===== src/pmq_pkg.sv =====
// shared types, codes and the control word broadcast to the cells
`timescale 1ns / 1ps
package pmq_pkg;

	localparam int FUNC_W = 3;
	localparam int PRI_W  = 8;
	localparam int STAT_W = 2;
	localparam int ADDR_W = 3;
	localparam int DATA_W = 32;

	typedef logic [FUNC_W-1:0] func_t;
	typedef logic [PRI_W-1:0]  pri_t;
	typedef logic [STAT_W-1:0] status_t;

	localparam func_t FN_ENQ       = 3'd0;
	localparam func_t FN_DEQ_FIRST = 3'd1;
	localparam func_t FN_DEQ_EXACT = 3'd2;
	localparam func_t FN_DEQ_NLOW  = 3'd3;
	localparam func_t FN_CLEAR     = 3'd4;

	localparam status_t ST_OK     = 2'd0;
	localparam status_t ST_BADPRI = 2'd1;
	localparam status_t ST_FULL   = 2'd2;
	localparam status_t ST_NONE   = 2'd3;

	localparam logic [ADDR_W-1:0] REG_MAX_PRI = 3'd0;

	typedef struct packed {
		logic enq;        // write the new entry into the cell at the tail
		logic shift_all;  // every cell takes its neighbour's entry, the last cell keeps its own
		logic start;      // arm the search token in all cells
		logic step;       // advance the search by one cell
		logic stop;       // search ends this step (hit or last entry)
		logic hit_any;    // some cell matched this step
		logic exact;      // exact match, else not-lower match
		pri_t req;
		pri_t max_pri;
	} cell_ctl_t;

endpackage


===== src/pmq_cell.sv =====
// one queue slot: entry storage, match compare and search token
`timescale 1ns / 1ps
module pmq_cell #(
	parameter int IDX = 0,
	parameter int PAYLOAD_WIDTH = 32,
	parameter int CW = 5
) (
	input  logic                     clk,
	input  logic                     arst_n,
	input  pmq_pkg::cell_ctl_t       ctl,
	input  logic [CW-1:0]            count,
	input  logic [PAYLOAD_WIDTH-1:0] new_payload,
	input  logic [PAYLOAD_WIDTH-1:0] nx_payload,
	input  pmq_pkg::pri_t            nx_priority,
	input  logic                     prev_pend,
	output logic [PAYLOAD_WIDTH-1:0] payload_q,
	output pmq_pkg::pri_t            priority_q,
	output logic                     pend_q,
	output logic                     hit,
	output logic                     last
);

	logic occ;
	logic occ_nx;
	logic tok;
	logic match;

	assign occ    = CW'(IDX) < count;
	assign occ_nx = CW'(IDX + 1) < count;
	// token sits on the first cell still pending
	assign tok    = pend_q & ~prev_pend;
	assign match  = ctl.exact ? (priority_q == ctl.req)
	                          : (priority_q <= ctl.max_pri && priority_q <= ctl.req);
	assign hit    = ctl.step & tok & occ & match;
	assign last   = ctl.step & tok & ~occ_nx;

	always_ff @(posedge clk) begin
		if (ctl.enq && count == CW'(IDX)) begin
			payload_q  <= new_payload;
			priority_q <= ctl.req;
		end else if (ctl.shift_all || (ctl.step && ctl.hit_any && pend_q)) begin
			payload_q  <= nx_payload;
			priority_q <= nx_priority;
		end
	end

	always_ff @(posedge clk or negedge arst_n) begin
		if (!arst_n) begin
			pend_q <= 1'b0;
		end else if (ctl.start) begin
			pend_q <= 1'b1;
		end else if (ctl.step) begin
			pend_q <= ctl.stop ? 1'b0 : (pend_q & ~tok);
		end
	end

endmodule


===== config.mk =====
export PLATFORM = sky130hd
export DESIGN_NAME = pmq_cell
export DESIGN_NICKNAME = d
export VERILOG_FILES = /design/src/pmq_pkg.sv /design/src/pmq_cell.sv
export SDC_FILE = /design/constraint.sdc
export NUM_CORES = 1
export LEC_CHECK = 0
export BUFFER_PORTS_ARGS = -buffer_cell sky130_fd_sc_hd__buf_4
export CORE_MARGIN = 5
export CORE_UTILIZATION = 45
export CTS_CLUSTER_DIAMETER = 150
export DETAILED_ROUTE_END_ITERATION = 10
export PLACE_DENSITY = 0.83
export SYNTH_ARGS = -nofsm -noshare
export SYNTH_HDL_FRONTEND = slang
export SYNTH_SLANG_ARGS = --single-unit

===== constraint.sdc =====
create_clock -name clk -period 5.3 [get_ports clk]
set_input_delay 0 -clock clk [delete_from_list [all_inputs] [get_ports clk]]
set_output_delay 0 -clock clk [all_outputs]
set_load 0.01 [all_outputs]

==> run metrics, run 1 <==
outcome finished, final reports clean; Yosys warnings 0; IR drop worst, VDD 171 uV; Static Leak around 1.9 nW; final setup fails 0; Synth top cells by count edfxtp_1, mux2_4, ha_1, inv_1, a21oi_1; Area Growth Syn to Fin 61.0%; num ports 146; count of final max-slew check failures 0; Max-cap violations 0; IO Port Bufs between 100 and 150; 1st-iter DRT viols 43; worst-path maximum fanout 4; syn_area_per_cell 15.4 um^2; Yosys reg bits 41; RSZ-0062 raised after global routing no; clock slew at reported path FFs 0.08 ns; H-tree Lvls 2; WS Path Type reg -> out; placer's final routability congestion estimate 0.698; antenna violations before repair 0; clock latency at the later pin of the worst-skew pair between 0.2 and 0.3 ns; Slew HR 39.5%; arrival time at the worst endpoint 2.28 ns; vias in the first global route 1924; Distinct cells, synth 27; core area 0.00507 mm^2; largest net degree at the start of global routing 42; Yosys top cell area share 51.2%; grt met1 use 19.9%; die area between 0.006 and 0.007 mm^2; CTS Buf Count 5; most frequent cell after synthesis edfxtp_1; crit-path cells ha_1 > a21oi_1 > a31oi_1 > a211o_1 > a2111oi_0 > buf_4; final WL just over 6000 um; Clock Path Buffers 2; Most Used Layer, Global Route met2; first-pass GRT wire length just over 9000 um; Root Buffer clkbuf_8; Yosys top cell by area edfxtp_1; final-stage net count 440; drt drc 0; initial core utilization a little under half; drt first pass iters 4; Die Width 82.2 um; post-synthesis net count 271; final worst setup slack 3.02 ns; Final Hold Vio Count 0; global route overflow 0; Async S/R FF share, synth 2.44%; fin crit share 42.9%; FP Rows 26; Vias 1867; Clock Skew 0.00566 ns; Ant. Diodes 0; chip height 82.2 um; Synth Flop Type edfxtp_1; worst hold path type in -> reg; PwrDens approximately 210 mW/mm^2; met3 Resource Use GR 6.07%; slew of the pin with the lowest slew margin 0.904 ns; CP startpoint kind flop; Slowest-stage cell, CP edfxtp_1; Required @ worst endpoint between 5 and 6 ns; post-place setup slack 2.78 ns; CTS tree done; Fmax 0.440 GHz; synthesized area 0.00235 mm^2; met2 GRT Util 33.3%; Slowest Stage Delay on Critical Path 0.45 ns; Via density 4.76; total global-route track usage 18.0%; type of destination of the critical path output port; fraction of layout cells with a size suffix above 1 ~61%; dpl hpwl roughly 4800 um; Final ANT Viol Nets 0; minimum clock period 2.28 ns; drt wl/cell 15.7 um; Synth Instances 152; register area share after synthesis 52.3%; EDFF count, synth 40; setup TNS 0 ns; Clock Sinks 41; top post-synthesis cells by area edfxtp_1, mux2_4, ha_1
critical path: cells and delay by family (launching register included):
family          cells  cell delay, ns
compound gates      4            0.98
flops               1            0.45
fa+ha+maj           1            0.35
buf+inv             1            0.21
worst paths after layout:
path	startpoint	endpoint	slack (ns)	depth (start not counted)
min in group asynchronous	arst_n	pend_q$_DFFE_PN0P_	0.55	3
max reg2reg	pend_q$_DFFE_PN0P_	priority_q[0]$_DFFE_PP_	3.68	2
max in group asynchronous	arst_n	pend_q$_DFFE_PN0P_	4.65	3
min	nx_priority[2]	priority_q[2]$_DFFE_PP_	0.01	2
min reg2reg	pend_q$_DFFE_PN0P_	pend_q$_DFFE_PN0P_	0.57	1
max	priority_q[3]$_DFFE_PP_	hit	3.02	6
registers in the layout, indices dropped and copies added (netlist names):
signal / flops
pend_q: 1
priority_q: 8
payload_q: 32
per-layer routing:
layer  vias to the layer above  wire length (um)
met2                        88              3290
met5                         -                 0
met3                         4               598
li1                        910                 -
met4                         0                40
met1                       865              2220
area by class of cell:
| type | instances | area [um^2] |
|---|---|---|
| repair buffers | 166 | 1300 |
| clock inverters | 3 | 17.5 |
| well taps | 70 | 87.6 |
| flip-flops and latches | 41 | 1230 |
| clock buffers | 5 | 68.8 |
| fillers | 343 | 1300 |
| multi-input cells | 91 | 1020 |
| inverters | 16 | 60.1 |
power by group:
group	switching [mW]	leakage [nW]	total (mW)	internal, mW
logic	0.0688	1.44	0.191	0.122
registers	0.00978	0.408	0.394	0.384
clock network	0.106	0.0455	0.197	0.0910
cells in the final DEF (no fill, tap or decap), types with 3 or more instances in the layout:
cell / n
dlygate4sd3_1: 21
buf_4: 145
edfxtp_1: 40
nand4_1: 3
nand3_1: 3
inv_1: 16
clkbuf_8: 5
ha_1: 16
a21oi_1: 6
nand2_1: 4
mux2_4: 39
stage by stage:
step	cells	power (mW)	util [%]	instance area, um^2	hold WS [ns]
detailed placement	363	0.582	68.6	3480	-0.220
finish	392	0.782	74.4	3780	0.00973
CTS	389	0.789	73.8	3750	0.0000600
floorplan	152	0.473	-	2350	-0.296
global placement	363	0.575	68.6	3480	-0.221
global route	392	0.823	74.4	3780	0.000570
logic make-up (layout without fill, tap and decap cells):
| kind of cell | Yosys count | count (layout) | synth area share, % |
|---|---|---|---|
| buf+inv | 20 | 190 | 4.48 |
| compound gates | 15 | 15 | 4.05 |
| simple gates | 20 | 20 | 5.23 |
| mux | 40 | 40 | 25.4 |
| fa+ha+maj | 16 | 16 | 8.53 |
| flops | 41 | 41 | 52.3 |
repair_timing:
action	in CTS	in global routing
buffers inserted	0	0
hold buffers	18	3
gates resized for setup	0	0
hold endpoints to repair	13	2
No activity file was read; power rests on OpenSTA's default activity.
==> inputs of run 2 (changes only) <==
- CORE_UTILIZATION: 45 -> 39
- PLACE_DENSITY: 0.83 -> 0.76
- clock period: 5.3 -> 2.04 ns (I/O delays scaled with it)
==> run metrics, run 2 (synthesis gave the netlist of run 1 again) <==
die area 0.00767 mm^2 (was 0.00676 mm^2); fin crit share 98.4%; 1st-iter DRT viols 78 (was 43); global route overflow 0 (unchanged); final setup fails 0 (unchanged); Fmax 0.498 GHz; Worst Reg2Reg Path Length in Cells 3 (was 2); largest net degree at the start of global routing 29 (was 42); Slew HR 74.9% (was 39.5%); post-route insts no fill 421 (was 392); fraction of layout cells with a size suffix above 1 61.6% (was 60.9%); worst hold path type in -> reg (unchanged); PwrDens 540 mW/mm^2 (was 207 mW/mm^2); arrival time at the worst endpoint 2.01 ns (was 2.28 ns); Clock Sinks 41 (unchanged); Area Growth Syn to Fin 76.0% (was 61.0%); IR drop worst, VDD 355 uV (was 171 uV); Vias 1997 (was 1867); Static Leak 2.02 nW (was 1.90 nW); type of destination of the critical path output port (unchanged); clock slew at reported path FFs 0.08 ns (about the same); count of final max-slew check failures 0 (unchanged); final-stage net count 465 (was 440); most frequent cells in the layout buf_4, edfxtp_1, mux2_4, dlygate4sd3_1, inv_1 (was buf_4, edfxtp_1, mux2_4, dlygate4sd3_1); clock latency at the later pin of the worst-skew pair 0.29 ns (about the same); Hold Path Stages 2 (unchanged); drt wl/cell 16.5 um (was 15.7 um); Max-cap violations 0 (unchanged); Ant. Diodes 0 (unchanged); placer's final routability congestion estimate 0.835 (was 0.698); Clock Skew 0.00348 ns (was 0.00566 ns); CP startpoint kind flop (unchanged); total global-route track usage 18.2% (was 18.0%); Power Total 2.23 mW (was 0.782 mW); minimum clock period between 2 and 2.5 ns; drt drc 0 (unchanged); WS Path Type reg -> out (unchanged); worst-path maximum fanout 3 (was 4); Reg with most FFs payload_q (unchanged); biggest regs payload_q: 32 flops, priority_q: 8 flops, pend_q: 1 flops (unchanged); RSZ-0062 raised after global routing yes (was no); Final Hold Vio Count 0 (unchanged); FP Rows 28 (was 26); FF-to-FF setup slack 0.76 ns (was 3.68 ns); dpl hpwl 5090 um (was 4760 um); commonest non-fill, non-tap cell in the layout buf_4 (unchanged); Via density 4.74 (was 4.76); Root Buffer clkbuf_8 (unchanged); initial core utilization 39.9% (was 46.2%); vias in the first global route 2201 (was 1924); chip height 87.6 um (was 82.2 um); Final ANT Viol Nets 0 (unchanged); Required @ worst endpoint 2.04 ns (was 5.30 ns); Die Width 87.6 um (was 82.2 um); first-pass GRT wire length 10600 um (was 9070 um); slew of the pin with the lowest slew margin 0.377 ns (was 0.904 ns); IO Port Bufs 145 (unchanged); filler cell count 422 (was 343); core area 0.00589 mm^2 (was 0.00507 mm^2); final WL 6950 um (was 6150 um); Clock Path Buffers 2 (unchanged); antenna violations before repair 0 (unchanged); CTS tree done (unchanged); drt first pass iters 4 (unchanged); outcome finished, final reports clean (unchanged); DP Cell Count 372 (was 363); Largest register FFs 32 (unchanged); num ports 146 (unchanged); H-tree Lvls 2 (unchanged); CTS Buf Count 5 (unchanged)
run 2: changes by cell type in the layout (fill, tap and decap cells not counted):
cell / previous run / this run
a2111oi_0: 1 / 0
a2111oi_4: 0 / 1
a21oi_1: 6 / 5
a21oi_2: 0 / 1
buf_4: 145 / 153
buf_6: 0 / 1
bufinv_16: 0 / 1
clkinv_1: 1 / 0
clkinv_4: 1 / 0
dlygate4sd3_1: 21 / 37
ha_1: 16 / 10
ha_4: 0 / 6
run 2: layout make-up:
type / count / area [um^2] / share of cell area, %
clock buffer: 5 / 68.8 / 1.67
clock inverter: 2 / 35.0 / 0.848
inverter: 16 / 60.1 / 1.45
multi-input combinational: 91 / 1110 / 27.0
sequential: 41 / 1230 / 29.7
tap: 75 / 93.8 / 2.27
timing repair buffer: 191 / 1530 / 37.1
run 2: through the flow:
stage               utilization, %  setup WS (ns)  cell area (um^2)  setup TNS (ns)  hold WS [ns]
finish                        70.2         0.0326              4130               0       0.00980
global route                  70.2        -0.0554              4130         -0.0554      0.000892
CTS                           68.3         0.0128              4020               0      0.000495
detailed placement            59.7          0.193              3520               0        -0.222
global placement              59.7          0.150              3520               0        -0.222
floorplan                        -          0.136              2350               0        -0.296
run 2: power by group:
part	total (mW)	internal [mW]	leakage (nW)	switching, mW
combinational	0.572	0.367	1.55	0.205
clock	0.633	0.356	0.0540	0.278
sequential	1.02	0.997	0.408	0.0269
total	2.23	1.72	2.02	0.509
run 2: final timing paths:
kind | start | endpoint
setup / recovery | priority_q[6]$_DFFE_PP_ | hit
setup reg to reg | pend_q$_DFFE_PN0P_ | payload_q[16]$_DFFE_PP_
hold reg to reg | pend_q$_DFFE_PN0P_ | pend_q$_DFFE_PN0P_
max in group asynchronous | arst_n | pend_q$_DFFE_PN0P_
hold / removal | new_payload[24] | payload_q[24]$_DFFE_PP_
min in group asynchronous | arst_n | pend_q$_DFFE_PN0P_
run 2: critical path: stages, from the launching register on:
cell	delay, ns
edfxtp_1	0.49
ha_4	0.27
a21oi_1	0.15
nand2_1	0.07
a211o_1	0.28
a2111oi_4	0.29
buf_4	0.17
run 2: timing repair:
item / 4_1_cts / 5_1_grt
pin swaps: 1 / 4
hold buffers: 35 / 2
setup buffers: 2 / 4
hold endpoints to repair: 22 / 2
resized for setup: 5 / 6
endpoints found under the setup margin: 1 / 4
run 2: layer usage:
layer  share of wire, %  track usage, %  wire [um]
met3                9.9            6.49        686
met2                 53            31.4       3680
met5                  0               0          0
met4                1.7            6.97        116
met1                 35            20.5       2460
