## config.mk

```make
export PLATFORM = sky130hd
export DESIGN_NAME = pmq_regs
export DESIGN_NICKNAME = d
export VERILOG_FILES = /design/src/pmq_pkg.sv /design/src/pmq_regs.sv
export SDC_FILE = /design/constraint.sdc
export NUM_CORES = 1
export LEC_CHECK = 0
export BUFFER_PORTS_ARGS = -buffer_cell sky130_fd_sc_hd__buf_2
export CAP_MARGIN = 20
export CORE_MARGIN = 3
export CORE_UTILIZATION = 32
export DETAILED_ROUTE_END_ITERATION = 7
export HOLD_SLACK_MARGIN = 0.03
export PLACE_DENSITY = 0.92
export RECOVER_POWER = 100
export SETUP_SLACK_MARGIN = 0.02
export SYNTH_ARGS = -nofsm -noshare
export SYNTH_HDL_FRONTEND = slang
export SYNTH_SLANG_ARGS = --single-unit
```

## constraint.sdc

```tcl
create_clock -name clk -period 2.2 [get_ports clk]
set_clock_uncertainty 0.2 [all_clocks]
set_input_delay 0.44 -clock clk [delete_from_list [all_inputs] [get_ports clk]]
set_output_delay 0.44 -clock clk [all_outputs]
set_load 0.01 [all_outputs]
```

## src/pmq_pkg.sv

```systemverilog
// shared types, codes and the control word broadcast to the cells
`timescale 1ns / 1ps
package pmq_pkg;

	localparam int FUNC_W = 3;
	localparam int PRI_W  = 8;
	localparam int STAT_W = 2;
	localparam int ADDR_W = 3;
	localparam int DATA_W = 32;

	typedef logic [FUNC_W-1:0] func_t;
	typedef logic [PRI_W-1:0]  pri_t;
	typedef logic [STAT_W-1:0] status_t;

	localparam func_t FN_ENQ       = 3'd0;
	localparam func_t FN_DEQ_FIRST = 3'd1;
	localparam func_t FN_DEQ_EXACT = 3'd2;
	localparam func_t FN_DEQ_NLOW  = 3'd3;
	localparam func_t FN_CLEAR     = 3'd4;

	localparam status_t ST_OK     = 2'd0;
	localparam status_t ST_BADPRI = 2'd1;
	localparam status_t ST_FULL   = 2'd2;
	localparam status_t ST_NONE   = 2'd3;

	localparam logic [ADDR_W-1:0] REG_MAX_PRI = 3'd0;

	typedef struct packed {
		logic enq;        // write the new entry into the cell at the tail
		logic shift_all;  // every cell takes its neighbour's entry, the last cell keeps its own
		logic start;      // arm the search token in all cells
		logic step;       // advance the search by one cell
		logic stop;       // search ends this step (hit or last entry)
		logic hit_any;    // some cell matched this step
		logic exact;      // exact match, else not-lower match
		pri_t req;
		pri_t max_pri;
	} cell_ctl_t;

endpackage

```

## src/pmq_regs.sv

```systemverilog
// apb register block holding the priority limit
`timescale 1ns / 1ps
module pmq_regs (
	input  logic                       clk,
	input  logic                       arst_n,
	input  logic                       psel,
	input  logic                       penable,
	input  logic                       pwrite,
	input  logic [pmq_pkg::ADDR_W-1:0] paddr,
	input  logic [pmq_pkg::DATA_W-1:0] pwdata,
	output logic [pmq_pkg::DATA_W-1:0] prdata,
	output logic                       pready,
	output pmq_pkg::pri_t              max_pri
);

	logic sel_max;

	// registers sit on 4-byte steps, low address bits ignored
	assign sel_max = paddr[pmq_pkg::ADDR_W-1:2] == pmq_pkg::REG_MAX_PRI[pmq_pkg::ADDR_W-1:2];
	assign pready  = 1'b1;
	assign prdata  = sel_max ? pmq_pkg::DATA_W'(max_pri) : '0;

	always_ff @(posedge clk or negedge arst_n) begin
		if (!arst_n) begin
			max_pri <= '1;
		end else if (psel && penable && pwrite && sel_max) begin
			max_pri <= pwdata[pmq_pkg::PRI_W-1:0];
		end
	end

endmodule

```

==> results of run 1 <==
==> worst max-delay path: stages <==
cell and delay, ns:
clkbuf_1 0.25, and2b_2 0.26, clkbuf_1 0.12
==> cells in the final DEF (no fill, tap or decap) <==
master,instances
dfstp_2,8
clkbuf_4,3
nand4b_1,1
clkbuf_1,18
mux2_2,8
conb_1,25
buf_2,11
and2b_2,8
==> worst max path at each step <==
stage,depth (start not counted),end
2_1_floorplan,1,prdata[0]
3_3_place_gp,3,prdata[7]
3_5_place_dp,3,prdata[1]
4_1_cts,2,prdata[1]
5_1_grt,3,prdata[2]
6_report,3,prdata[1]
==> through the flow <==
stage	instances	total power (uW)
global placement	103	391
CTS	106	512
floorplan	75	357
detailed placement	103	399
finish	106	489
global route	106	522
==> cell type report <==
cell class | instances | area share
multi-input cells | 42 | 0.405
flip-flops and latches | 8 | 0.324
repair buffers | 29 | 0.189
well taps | 24 | 0.0463
clock buffers | 3 | 0.0347
==> logic make-up (layout without fill, tap and decap cells) <==
family | Yosys count | after routing | synth area share
other cells | 2 | 25 | 0.0127
buf+inv | 25 | 32 | 0.318
mux | 8 | 8 | 0.153
flops | 8 | 8 | 0.357
simple gates | 9 | 9 | 0.159
==> routing by layer <==
layer / GRT usage / routed length, um
met5: 0 / 0
met2: 0.161 / 530
met1: 0.0766 / 344
met3: 0.0489 / 171
met4: 0.0427 / 0
==> power by group <==
part | internal [uW] | leakage (uW) | switching (uW)
logic | 67.0 | 0.000224 | 88.3
clock network | 62.3 | 0.0000138 | 47.8
registers | 204 | 0.0000840 | 20.1
==> impl_results.md, run 1 <==
* Post-synth design cell area at 589 um2
* Share of layout cells above drive strength 1 at 0.463
* Req. time, crit path at roughly 1.6 ns
* Synth warnings at 0
* Crit path max fanout at 9
* RR Startpoint: max_pri[4]$_DFFE_PN1P_
* Async S/R FF share, synth at 1.00
* DR DRC count at 0
* Fillers at 179
* Placer Congestion at about 0.6
* Pwr dens at between 700 and 800 nW/um2
* Fin crit period at 1.71 ns
* R2r setup slk at approximately 1.3 ns
* Overall Global Routing Usage at 0.0880
* Largest net degree at the start of global routing at 10
* Crit path launch: paddr[2]
* Crit path DAT at 1.07 ns
* Reg2Reg Depth at 1
* Area of the multi-input gates at 263 um2
* Area leader, netlist: dfstp_2
* Cell area after layout at roughly 650 um2
* DRT antenna net count at 0
* RSZ-0062 raised after global routing: no
* Pre-Repair DR Iteration Count at 2
* Fin util at 0.402
* Worst Setup Slack, final at between 0.4 and 0.5 ns
* Placed cell areas at 663 um2
* Initial Util at 0.366
* FF-to-FF End: max_pri[4]$_DFFE_PN1P_
* Post-synthesis sequential area ratio at 0.357
* Clk buf depth at 2
* Post-synth top flop: dfstp_2
* Post-synth EDFFs at 0
* Die area at 2390 um2
* Final setup vio count at 0
* Crit. End Element: output port
* Sequential cell area at approximately 210 um2
* Hold WS at 0.203 ns
* Die Y at between 40 and 50 um
* Synthesized flop and latch total at 8
* Vias at 388
* Regs by FF count: max_pri x8
* Final hold violations at 0
* WL final at 1.05 mm
* Fmax at between 500 and 600 MHz
* Peak VDD IR at about 330 uV
* # resized after CTS at 0
* Nets at between 100 and 150
* Initial antenna violation count at 0
* Synthesized area per cell at 11.3 um2
* First DRT Iteration DRCs at 1
* # rows at 14
* Netlist cell types at 6
* Post-CTS Setup Bufs at 0
* Share of the synthesized area in the top cell type at 0.357
* Core Box Area at about 1600 um2
* Remaining Overflow, GRT at 0
* Leak pwr at 0.000321 uW
* H-tree Lvls at 1
* CTS clock-pin slew for the worst setup and hold paths at about 0.05 ns
* Post-DP HPWL at about 870 um
* First-pass GRT wire length at 1.61 mm
* CTS tree: built
* Ranking of synthesized cells by area: dfstp_2 36%, buf_4 32%, mux2_2 15%
* Clock Latency Late Sink at approximately 0.25 ns
* MaxCap Viol Count at 0
* Diode count at 0
* Largest register FFs at 8
* Final worst-path cycle share at 0.777
* Routed length per instance at approximately 10 um
* Gate count after technology mapping at 52
* # port buffers at 29
* HP Class: input port to async pin
* Outcome: complete, no violations
* Area delta synth->final at 9.98%
* Kind of critical path: input port to output port
* Synth cell count leaders: 25 x buf_4, 8 x and2b_2, 8 x dfstp_2, 8 x mux2_2, 2 x conb_1
* Final Max Slew Viols at 0
* CTS Hold Bufs at 0
* Vias per std cell at approximately 3.7
* Die W at 48.9 um
* Count leader, synth: buf_4
* Post-Route Setup TNS at 0 ns
* IO Pins at 81
* Clk sinks at 8
* CTS root buffer: clkbuf_4
* Dpl ws at approximately 0.6 ns
* CTS Buf Count at 3
* Vias in the first global route at 368
* CP startpoint kind: input port
* Reg with most FFs: max_pri
Note: power is estimated with default switching activity, not from simulation.
==> run 2, diff against run 1 <==
--- a/config.mk
+++ b/config.mk
@@ -8,10 +8,10 @@
 export BUFFER_PORTS_ARGS = -buffer_cell sky130_fd_sc_hd__buf_2
 export CAP_MARGIN = 20
 export CORE_MARGIN = 3
-export CORE_UTILIZATION = 32
+export CORE_UTILIZATION = 27
 export DETAILED_ROUTE_END_ITERATION = 7
 export HOLD_SLACK_MARGIN = 0.03
-export PLACE_DENSITY = 0.92
+export PLACE_DENSITY = 0.84
 export RECOVER_POWER = 100
 export SETUP_SLACK_MARGIN = 0.02
 export SYNTH_ARGS = -nofsm -noshare
==> constraint.sdc (replaced) <==
create_clock -name clk -period 1.5 [get_ports clk]
set_clock_uncertainty 0.2 [all_clocks]
set_input_delay 0.3 -clock clk [delete_from_list [all_inputs] [get_ports clk]]
set_output_delay 0.3 -clock clk [all_outputs]
set_load 0.01 [all_outputs]
==> run 2 against run 1 <==
- the flow now finishes with violations (setup timing)
- wire length rose by 5.0%
- worst setup slack got worse by 0.52 ns
- final area rose by 15%
- worst hold slack got worse by 0.12 ns
- critical path depth fell by 1
- clock-buffer cell count did not move
- critical path type is now register to output port
- largest cell class unchanged
- largest power group unchanged
- highest routed layer unchanged
==> impl_results.md, run 2 (same netlist as run 1, synthesis figures left out) <==
* Vias at around 400
* Clock Latency Late Sink at 0.25 ns
* DRT antenna net count at 0
* Diode count at 0
* Clk buf depth at 2
* Fmax at around 650 MHz
* R2r setup slk at 0.50 ns
* Crit-path max cell delay at about 0.53 ns
* IO Pins at 81
* Die W at ~53 um
* Final Max Slew Viols at 0
* Final worst-path cycle share at 1.02
* Largest net degree at the start of global routing at 10
* Dpl ws at between 0.15 and 0.2 ns
* Most common cell after layout, fill and taps aside: conb_1
* Outcome: finished, violations left
* Crit path DAT at about 1.0 ns
* Crit-path slowest cell: dfstp_2
* Hold path depth at 2
* Hold WS at around 0.086 ns
* CTS Buf Count at 3
* # port buffers at 29
* CTS clock-pin slew for the worst setup and hold paths at 0.06 ns
* Regs by FF count: max_pri x8
* Fin util at 0.369
* Fillers at ~210
* Overall Global Routing Usage at 0.0737
* Die area at 2780 um2
* CTS tree: built
* Vias per std cell at around 3.5
* CTS root buffer: clkbuf_4
* FF-to-FF End: max_pri[7]$_DFFE_PN1P_
* CP startpoint kind: register
* Kind of critical path: register to output port
* Leak pwr at 0.000390 uW
* CP Cell Sequence: and2b_2 > buf_6
* Routed length per instance at between 9 and 10 um
* Peak VDD IR at approximately 330 uV
* Placer Congestion at 0.541
* Worst Setup Slack, final at -0.0296 ns
* Commonest non-fill, non-tap cells in the layout: 25 x conb_1, 13 x buf_2
* HP Class: input port to register
* Core Box Area at 2020 um2
* First-pass GRT wire length at between 1 and 1.5 mm
* Nets at approximately 130
* Reg with most FFs: max_pri
* Clk sinks at 8
* Vias in the first global route at 327
* Pwr dens at around 1000 nW/um2
* Crit. End Element: output port
* RR Startpoint: max_pri[7]$_DFFE_PN1P_
* Final setup vio count at 8
* Share of layout cells above drive strength 1 at 0.595
* Req. time, crit path at 1.00 ns
* WL final at around 1.1 mm
* H-tree Lvls at 1
* Fin crit period at 1.53 ns
* Initial antenna violation count at 0
* Die Y at ~53 um
* Hold path start: pwdata[4]
* Crit path max fanout at 3
* Remaining Overflow, GRT at 0
* Reg2Reg Depth at 2
* DR DRC count at 0
* MaxCap Viol Count at 0
* Largest register FFs at 8
* RSZ-0062 raised after global routing: yes
* Hold-critical path endpoint: max_pri[4]$_DFFE_PN1P_
* Pre-Repair DR Iteration Count at 2
* Area delta synth->final at 26.8%
* Post-DP HPWL at between 800 and 900 um
* Initial Util at 0.291
* Final hold violations at 0
* # rows at 16
* First DRT Iteration DRCs at 1
* Violated checks: setup timing
run 2: changes by cell type in the layout (fill, tap and decap cells not counted), sizes merged:
| cell | before | now |
|---|---|---|
| dlygate4sd3 | 0 | 1 |
| buf | 11 | 22 |
| clkbuf | 21 | 11 |
run 2: cell type report:
class                      instances  area, um2  share of cell area
multi-input combinational         42        278               0.372
sequential                         8        210               0.281
timing repair buffer              31        203               0.271
tap                               27       33.8              0.0452
clock buffer                       3       22.5              0.0302
run 2: stage by stage:
stage               area, um2  power, uW  instances  TNS [ns]
CTS                       749        790        110    -0.181
finish                    747        780        111    -0.141
floorplan                 676        523         75         0
global route              747        827        111    -0.376
global placement          667        574        106         0
detailed placement        667        583        106         0
run 2: timing repair:
action                                 4_1_cts  5_1_grt
gates resized for setup                      8        0
endpoints found under the hold margin        8        0
hold buffers                                 1        0
setup endpoints to repair                    8        8
buffers inserted                             0        1
run 2: worst max path at each step:
stage | start | to | slack (ns) | cells past startpoint
6_report | max_pri[1]$_DFFE_PN1P_ | prdata[1] | -0.03 | 2
5_1_grt | max_pri[1]$_DFFE_PN1P_ | prdata[1] | -0.05 | 2
4_1_cts | max_pri[6]$_DFFE_PN1P_ | prdata[6] | -0.03 | 2
3_5_place_dp | paddr[2] | max_pri[4]$_DFFE_PN1P_ | 0.16 | 3
3_3_place_gp | paddr[2] | max_pri[0]$_DFFE_PN1P_ | 0.18 | 3
2_1_floorplan | max_pri[0]$_DFFE_PN1P_ | prdata[0] | 0.30 | 1
run 2: metal layers:
metal,share of wire,vias up,track usage,wire (um)
met3,0.14,0,0.0256,149
met2,0.58,33,0.153,633
li1,-,182,-,-
met5,0,-,0,0
met4,0,0,0.0383,0
met1,0.29,178,0.0564,316
run 2: critical path: cells and delay by family, from the launching register on:
kind	cells	cell delay, ns
DFF	1	0.53
and+or+nand+nor	1	0.15
buffers and inverters	1	0.10
run 2: report_power, final:
part	internal, uW	switching, uW	total, uW
Clock	91.3	68.4	160
Combinational	151	140	291
Sequential	299	30.1	329
==> run 3, diff against run 2 <==
--- a/config.mk
+++ b/config.mk
@@ -7,8 +7,8 @@
 export LEC_CHECK = 0
 export BUFFER_PORTS_ARGS = -buffer_cell sky130_fd_sc_hd__buf_2
 export CAP_MARGIN = 20
-export CORE_MARGIN = 3
 export CORE_UTILIZATION = 27
+export CTS_CLUSTER_SIZE = 20
 export DETAILED_ROUTE_END_ITERATION = 7
 export HOLD_SLACK_MARGIN = 0.03
 export PLACE_DENSITY = 0.84
==> run 3 against run 2 <==
- the flow still finishes with violations (setup timing)
- clock power hardly changed
- sequential cell count unchanged
- clock-buffer cell count stayed put
- wire length decreased by 10%
- sequential power hardly changed
- sequential share of layout area shrank 0.87 points
- final area rose by 3.2%
- critical path type unchanged
==> impl_results.md, run 3 (same netlist as run 1, synthesis figures left out) <==
* Sw Ratio at 0.298
* Reg with most FFs: max_pri
* CTS root buffer: clkbuf_4
* # rows at 16
* Post-Route Setup TNS at -0.136 ns
* Most common cell after layout, fill and taps aside: conb_1
* Initial antenna violation count at 0
* CP Cell Sequence: and2b_2 > buf_6
* Cell area after layout at about 770 um2
* Dpl ws at approximately 0.15 ns
* First-pass GRT wire length at approximately 1.6 mm
* Final setup vio count at 8
* Share of layout cells above drive strength 1 at 0.659
* Combinational group share of total power at 0.395
* Routed length per instance at about 9 um
* CP startpoint kind: register
* Overall Global Routing Usage at 0.0913
* Fin crit period at about 1.5 ns
* Final hold violations at 0
* Initial Util at 0.294
* Largest register FFs at 8
* Crit-path slowest cell: dfstp_2
* Fmax at approximately 650 MHz
* Outcome: finished, violations left
* WL final at about 990 um
* MaxCap Viol Count at 0
* RR Startpoint: max_pri[5]$_DFFE_PN1P_
* Core Box Area at around 2000 um2
* Violated checks: setup timing
* Pwr Total at ~810 uW
* Final worst-path cycle share at 1.02
* Commonest non-fill, non-tap cells in the layout: 25 x conb_1, 17 x buf_2, 10 x buf_6
* Seq pwr share at 0.408
* DR DRC count at 0
* Reg2Reg Depth at 2
* Largest net degree at the start of global routing at 10
* Remaining Overflow, GRT at 0
* IO Pins at 81
* Vias in the first global route at 350
* R2r setup slk at 0.48 ns
* Clock Latency Late Sink at ~0.24 ns
* Post-DP HPWL at approximately 780 um
* Crit path DAT at 1.03 ns
* Final Max Slew Viols at 0
* Placed cells at 106
* Hold path start: pwdata[6]
* Req. time, crit path at 1.00 ns
* Worst Setup Slack, final at -0.0277 ns
* Non-filler cells in the finished layout at 112
* Placer Congestion at 0.630
* HP Class: input port to register
* RSZ-0062 raised after global routing: yes
* Die Y at between 40 and 50 um
* CTS Buf Count at 3
* Kind of critical path: register to output port
* CTS tree: built
* M3 GR Usage at 0.0314
* Clock share of power at 0.198
* Crit. End Element: output port
* Peak VDD IR at 338 uV
* Placed cell areas at ~670 um2
* Sw Pwr at ~240 uW
* FF-to-FF End: max_pri[5]$_DFFE_PN1P_
* GRT Max-Usage Layer: met2
* Die W at between 40 and 50 um
* Crit path max fanout at 2
* Pre-Repair DR Iteration Count at 2
* Met2 Use GR at 0.176
* Crit-path max cell delay at roughly 0.54 ns
* Pwr dens at ~1000 nW/um2
* # port buffers at 29
* Area delta synth->final at 30.8%
* H-tree Lvls at 1
* First DRT Iteration DRCs at 1
* CTS clock-pin slew for the worst setup and hold paths at ~0.060 ns
* Regs by FF count: max_pri x8
* Clk sinks at 8
* Die area at 2370 um2
* Internal power at about 570 uW
* DRT antenna net count at 0
* Clk buf depth at 2
* Leak pwr at 0.000413 uW
* Vias at 399
* Nets at roughly 130
* Vias per std cell at about 3.6
* Hold path depth at 2
* Hold-critical path endpoint: max_pri[6]$_DFFE_PN1P_
* Diode count at 0
* Met1 global-route usage at 0.0775
==> run 3: changes by cell type in the layout (fill, tap and decap cells not counted), sizes merged <==
cell / change
clkbuf: -5
buf: +6
==> run 3: per-layer routing <==
layer  part of all wire  routed length [um]
met5                  0                   0
met3              0.079                  78
met2               0.60                 596
met1               0.32                 312
met4                  0                   0
==> run 3: repair_timing <==
item	CTS	global route
buffers inserted	2	0
gates cloned	0	0
resized for setup	9	1
endpoints found under the hold margin	8	0
hold buffers	1	0
setup endpoints to repair	8	9
==> run 3: power groups by stage <==
stage               clock, uW  sequential (uW)  combinational (uW)
floorplan                   0              355                 168
global placement            0              328                 245
detailed placement          0              332                 252
CTS                       171              328                 322
global route              184              339                 339
finish                    159              329                 318
==> run 3: cell type report <==
class / instances / area [um2]
fill: 222 / 1230
tap: 27 / 33.8
clock buffer: 3 / 22.5
sequential: 8 / 210
timing repair buffer: 32 / 226
multi-input combinational: 42 / 278
==> run 3: stage by stage <==
stage                     hold slack (ns)   util
after floorplan                   -0.0478      -
after global placement              0.162  0.333
after detailed placement            0.174  0.333
after CTS                          0.0712  0.385
after global routing               0.0694  0.385
final                              0.0798  0.385
==> run 3: worst max-delay path: cells and delay by family, from the launching register on <==
kind / cells / cell delay, ns
flip-flops: 1 / 0.54
AND/OR/NAND/NOR: 1 / 0.15
buffers and inverters: 1 / 0.09
==> run 3: worst max path at each step <==
stage | from | end | depth (start not counted)
after global placement | paddr[2] | prdata[5] | 3
after floorplan | max_pri[0]$_DFFE_PN1P_ | prdata[0] | 1
final | max_pri[5]$_DFFE_PN1P_ | prdata[5] | 2
after global routing | max_pri[7]$_DFFE_PN1P_ | prdata[7] | 2
after detailed placement | paddr[2] | max_pri[0]$_DFFE_PN1P_ | 3
after CTS | max_pri[4]$_DFFE_PN1P_ | prdata[4] | 2
